==> src/rtl/chm_pkg.sv <==
package chm_pkg;

	localparam int NUM_BUCKETS_DEF = 1024;
	localparam int BUCKET_WAYS_DEF = 8;
	localparam int QUEUE_DEPTH_DEF = 2;

	localparam int KEY_W  = 32;
	localparam int VAL_W  = 32;
	localparam int FUNC_W = 2;

	// Key bits folded into the bucket remainder per step, and steps per key
	localparam int MOD_DIGIT = 4;
	localparam int MOD_STEPS = KEY_W / MOD_DIGIT;
	localparam int MOD_CNT_W = $clog2(MOD_STEPS);

	localparam logic [FUNC_W-1:0] FUNC_FIND   = 2'd0;
	localparam logic [FUNC_W-1:0] FUNC_SET    = 2'd1;
	localparam logic [FUNC_W-1:0] FUNC_REMOVE = 2'd2;

	typedef enum logic [1:0] {
		OP_NOP,
		OP_FIND,
		OP_SET,
		OP_REMOVE
	} op_t;

	typedef struct packed {
		op_t               op;
		logic [KEY_W-1:0]  key;
		logic [VAL_W-1:0]  value;
	} cmd_t;

	localparam int CMD_W = $bits(cmd_t);

	typedef struct packed {
		logic              found;
		logic [VAL_W-1:0]  read_value;
		logic              status;
	} res_t;

	typedef enum logic [1:0] {
		BK_CLEAR,
		BK_READ,
		BK_EXEC
	} back_state_t;

	function automatic op_t classify(input logic [FUNC_W-1:0] func);
		op_t op;
		case (func)
			FUNC_FIND:   op = OP_FIND;
			FUNC_SET:    op = OP_SET;
			FUNC_REMOVE: op = OP_REMOVE;
			default:     op = OP_NOP;
		endcase
		return op;
	endfunction

endpackage

==> src/rtl/chm_fifo.sv <==
module chm_fifo #(
	parameter int WIDTH = 32,
	parameter int DEPTH = chm_pkg::QUEUE_DEPTH_DEF
) (
	input  logic             clk,
	input  logic             arst_n,
	input  logic             wr,
	input  logic [WIDTH-1:0] wr_data,
	output logic             full,
	input  logic             rd,
	output logic [WIDTH-1:0] rd_data,
	output logic             empty
);

	localparam int PW = (DEPTH > 1) ? $clog2(DEPTH) : 1;
	localparam int CW = $clog2(DEPTH + 1);

	logic [WIDTH-1:0] mem_q [DEPTH];
	logic [PW-1:0]    wp_q, rp_q;
	logic [CW-1:0]    cnt_q;

	assign full    = (cnt_q == CW'(DEPTH));
	assign empty   = (cnt_q == '0);
	assign rd_data = mem_q[rp_q];

	always_ff @(posedge clk) begin
		if (wr) begin
			mem_q[wp_q] <= wr_data;
		end
	end

	always_ff @(posedge clk or negedge arst_n) begin
		if (!arst_n) begin
			wp_q  <= '0;
			rp_q  <= '0;
			cnt_q <= '0;
		end else begin
			if (wr) begin
				wp_q <= (wp_q == PW'(DEPTH - 1)) ? '0 : wp_q + 1'b1;
			end
			if (rd) begin
				rp_q <= (rp_q == PW'(DEPTH - 1)) ? '0 : rp_q + 1'b1;
			end
			cnt_q <= cnt_q + CW'(wr) - CW'(rd);
		end
	end

	a_no_overflow: assert property (@(posedge clk) disable iff (!arst_n)
		!(wr && full && !rd))
		else $error("queue written while full");

	a_no_underflow: assert property (@(posedge clk) disable iff (!arst_n)
		!(rd && empty))
		else $error("queue read while empty");

	a_count_bound: assert property (@(posedge clk) disable iff (!arst_n)
		cnt_q <= CW'(DEPTH))
		else $error("queue count out of range");

endmodule

==> config.mk <==
export PLATFORM = sky130hd
export DESIGN_NAME = chm_fifo
export DESIGN_NICKNAME = d
export VERILOG_FILES = /design/src/rtl/chm_pkg.sv /design/src/rtl/chm_fifo.sv
export SDC_FILE = /design/constraint.sdc
export NUM_CORES = 1
export LEC_CHECK = 0
export BUFFER_PORTS_ARGS = -buffer_cell sky130_fd_sc_hd__buf_2
export CAP_MARGIN = 40
export CELL_PAD_IN_SITES_DETAIL_PLACEMENT = 0
export CELL_PAD_IN_SITES_GLOBAL_PLACEMENT = 1
export CORE_ASPECT_RATIO = 2
export CORE_UTILIZATION = 28
export DETAILED_ROUTE_END_ITERATION = 7
export PLACE_DENSITY_LB_ADDON = 0.08
export SYNTH_ARGS = -nofsm -noshare
export SYNTH_HDL_FRONTEND = slang
export SYNTH_SLANG_ARGS = --single-unit
==> constraint.sdc <==
create_clock -name clk -period 3.2 [get_ports clk]
set_clock_uncertainty 0.15 [all_clocks]
set_input_delay 0.64 -clock clk [delete_from_list [all_inputs] [get_ports clk]]
set_output_delay 0.64 -clock clk [all_outputs]
set_load 0.01 [all_outputs]
==> results.json <==
{
  "clkTransAtPathRegs_ns": 0.06,
  "final_cell_area_mm2": 0.003397,
  "antenna_cells": 0,
  "syn_area_mm2": 0.002659,
  "grt.total_usage_pct": 10.55,
  "antenna_left": 0,
  "grt_max_degree": 33,
  "first_global_vias": 1452,
  "sw_frac_of_total_pct": 27.23,
  "fin_crit_sh_pct": 78.48,
  "slew_headroom_pct": 69.23,
  "final_cell_mix": "buf_2 (69), edfxtp_1 (64), mux2_4 (29)",
  "hold_viol_final": 0,
  "drv_slew": 0,
  "grt_setup_unrepaired": "no",
  "dieArea_mm2": 0.009913,
  "first_pass_iters": 6,
  "final_nets": 234,
  "outcome": "completed",
  "crit_chain": "buf_4 -> mux2_4 -> buf_2",
  "max_freq_ghz": 0.3982,
  "tritoncts": "yes",
  "avgSynthCellArea_um2": 23.12,
  "internal_power_w": 0.002264,
  "hold_start": "wr_data[2]",
  "worst_ep_arrival_time_ns": 1.72,
  "clock_power_share_pct": 30.1,
  "dp.cells": 288,
  "switching_power_w": 0.0008473,
  "cp-end-kind": "output port",
  "post-route-util_pct": 36.69,
  "setup_tns_ns": 0,
  "layout.cells.non_filler": 305,
  "cp_slowest_cell": "dfrtp_2",
  "crit_required_ns": 2.41,
  "initial_utilization_pct": 28.72,
  "cts_setup_buffers": 0,
  "fp.coreArea_mm2": 0.009259,
  "ys_seq_elements": 68,
  "p_seq_share_pct": 41.1,
  "p_leak_nw": 1.397,
  "max_stage_delay_ns": 0.56,
  "drive_above_1_share_pct": 60.20,
  "drc_errors": 0,
  "syn_to_final_growth_pct": 27.76,
  "first_iter_violations": 54,
  "setup_viol": 0,
  "fin_crit_ns": 2.511,
  "cap_violations": 0,
  "root_buffer": "clkbuf_16",
  "rows": 50,
  "yosys_warnings": 0,
  "wire_per_inst_um": 15.76,
  "port_buffers": 69,
  "totalPowerFinal_w": 0.003111,
  "worstPathMaxFanout": 13,
  "ys_seq_area_share_pct": 76.05,
  "worstMarginPinSlew_ns": 0.4616,
  "clock_latency_ns": 0.32,
  "finalWeightedCongestion": 0.6084,
  "cts.sink_count": 68,
  "yosys.cell_types.count": 13,
  "hold_class": "primary input to flop",
  "antenna_found_initial": 0,
  "boundaryPins": 70,
  "critical_path_class": "flop to output port",
  "ir_worst_vdd_mv": 0.4908,
  "grt_overflow": 0,
  "final_common_cell": "buf_2",
  "hpwlAfterDp_um": 3270,
  "grt_pass1_wl_um": 7383,
  "num_vias": 1303,
  "synth_nets": 153,
  "power.density_mw_per_mm2": 915.9,
  "clock_path_buffers": 2,
  "drt-total-wl_um": 4806,
  "post_dp_cell_area_mm2": 0.003102,
  "crit_path_start": "rp_q",
  "critPathLaunchType": "flop",
  "p_comb_share_pct": 28.8,
  "cts_made_buffers": 9,
  "dieWidth_um": 70.91,
  "vias_per_cell": 4.272,
  "timing.rr.start": "wp_q",
  "syn_inst": 115,
  "cts_max_level": 3,
  "die_y_um": 139.8
}
logic make-up after synthesis:
group	Yosys count	share of synthesized area (%)
xor gates and xnor gates	3	1.553
adders and majority gates	2	0.9410
buffers and inverters	6	2.965
DFF	68	76.05
muxes	32	17.65
and+or+nand+nor	4	0.8470
final timing paths:
check                                    end  slack (ns)  cells after the start
worst max-delay path              rd_data[6]        0.69                      3
worst min-delay path             mem_q[1][2]        0.35                      1
worst max register to register  mem_q[0][25]        1.52                      2
worst min register to register          wp_q        0.39                      1
max in group asynchronous               rp_q        2.27                      2
min in group asynchronous           cnt_q[0]        0.49                      2
final cells by class:
type,count,area (um^2)
Multi-Input combinational cell,41,565.5
Tap cell,104,130.1
Inverter,2,7.507
Sequential cell,68,2023
Clock inverter,6,56.30
Timing Repair Buffer,74,385.4
Fill cell,887,5862
Clock buffer,10,229.0
layer usage:
| layer | vias to the layer above | global-route usage (%) | share of wire (%) |
|---|---|---|---|
| met5 | - | 0 | 0 |
| met1 | 637 | 9.868 | 35 |
| met3 | 11 | 4.345 | 6.5 |
| met2 | 48 | 18.42 | 55 |
| li1 | 607 | - | - |
| met4 | 0 | 6.842 | 3.5 |
stage by stage:
step                hold WS, ns  setup WS, ns
floorplan                0.1944        0.5375
global placement         0.2991         1.026
detailed placement       0.3021         1.001
CTS                      0.3364        0.6358
global route             0.3361        0.6021
finish                   0.3474        0.6888
power by group through the flow:
stage | Combinational [W] | Sequential [W] | Clock (W)
2_1_floorplan | 0.000720 | 0.00125 | 0
3_3_place_gp | 0.000911 | 0.00129 | 0
3_5_place_dp | 0.000921 | 0.00130 | 0
4_1_cts | 0.000926 | 0.00128 | 0.000964
5_1_grt | 0.000975 | 0.00130 | 0.000991
6_report | 0.000895 | 0.00128 | 0.000938
critical path: cells and delay by family (launching register included):
kind	cells	cell delay, ns
buf+inv	2	0.48
mux	1	0.33
flops	1	0.56
timing repair:
| action | in CTS | in global routing |
|---|---|---|
| hold buffers | 1 | 0 |
| endpoints found under the hold margin | 4 | 0 |
| resized for setup | 0 | 0 |
| endpoints found under the setup margin | 0 | 0 |
cells in the mapped netlist:
cell type  number  area share [%]
xor3_1          1            0.89
mux2_4         29              16
nor2b_1         2            0.47
edfxtp_1       64              72
nor2_1          1            0.14
ha_1            2            0.94
and2_1          1            0.24
buf_6           1            0.42
inv_1           2            0.28
mux2_2          3             1.3
xor2_1          2            0.66
dfrtp_1         4             3.8
buf_12          3             2.3
registers in the layout, summed over array words and instances, names as in the netlist:
name / count
wp_q: 1
cnt_q: 2
mem_q: 64
rp_q: 1
No activity file was read; power rests on OpenSTA's default activity.
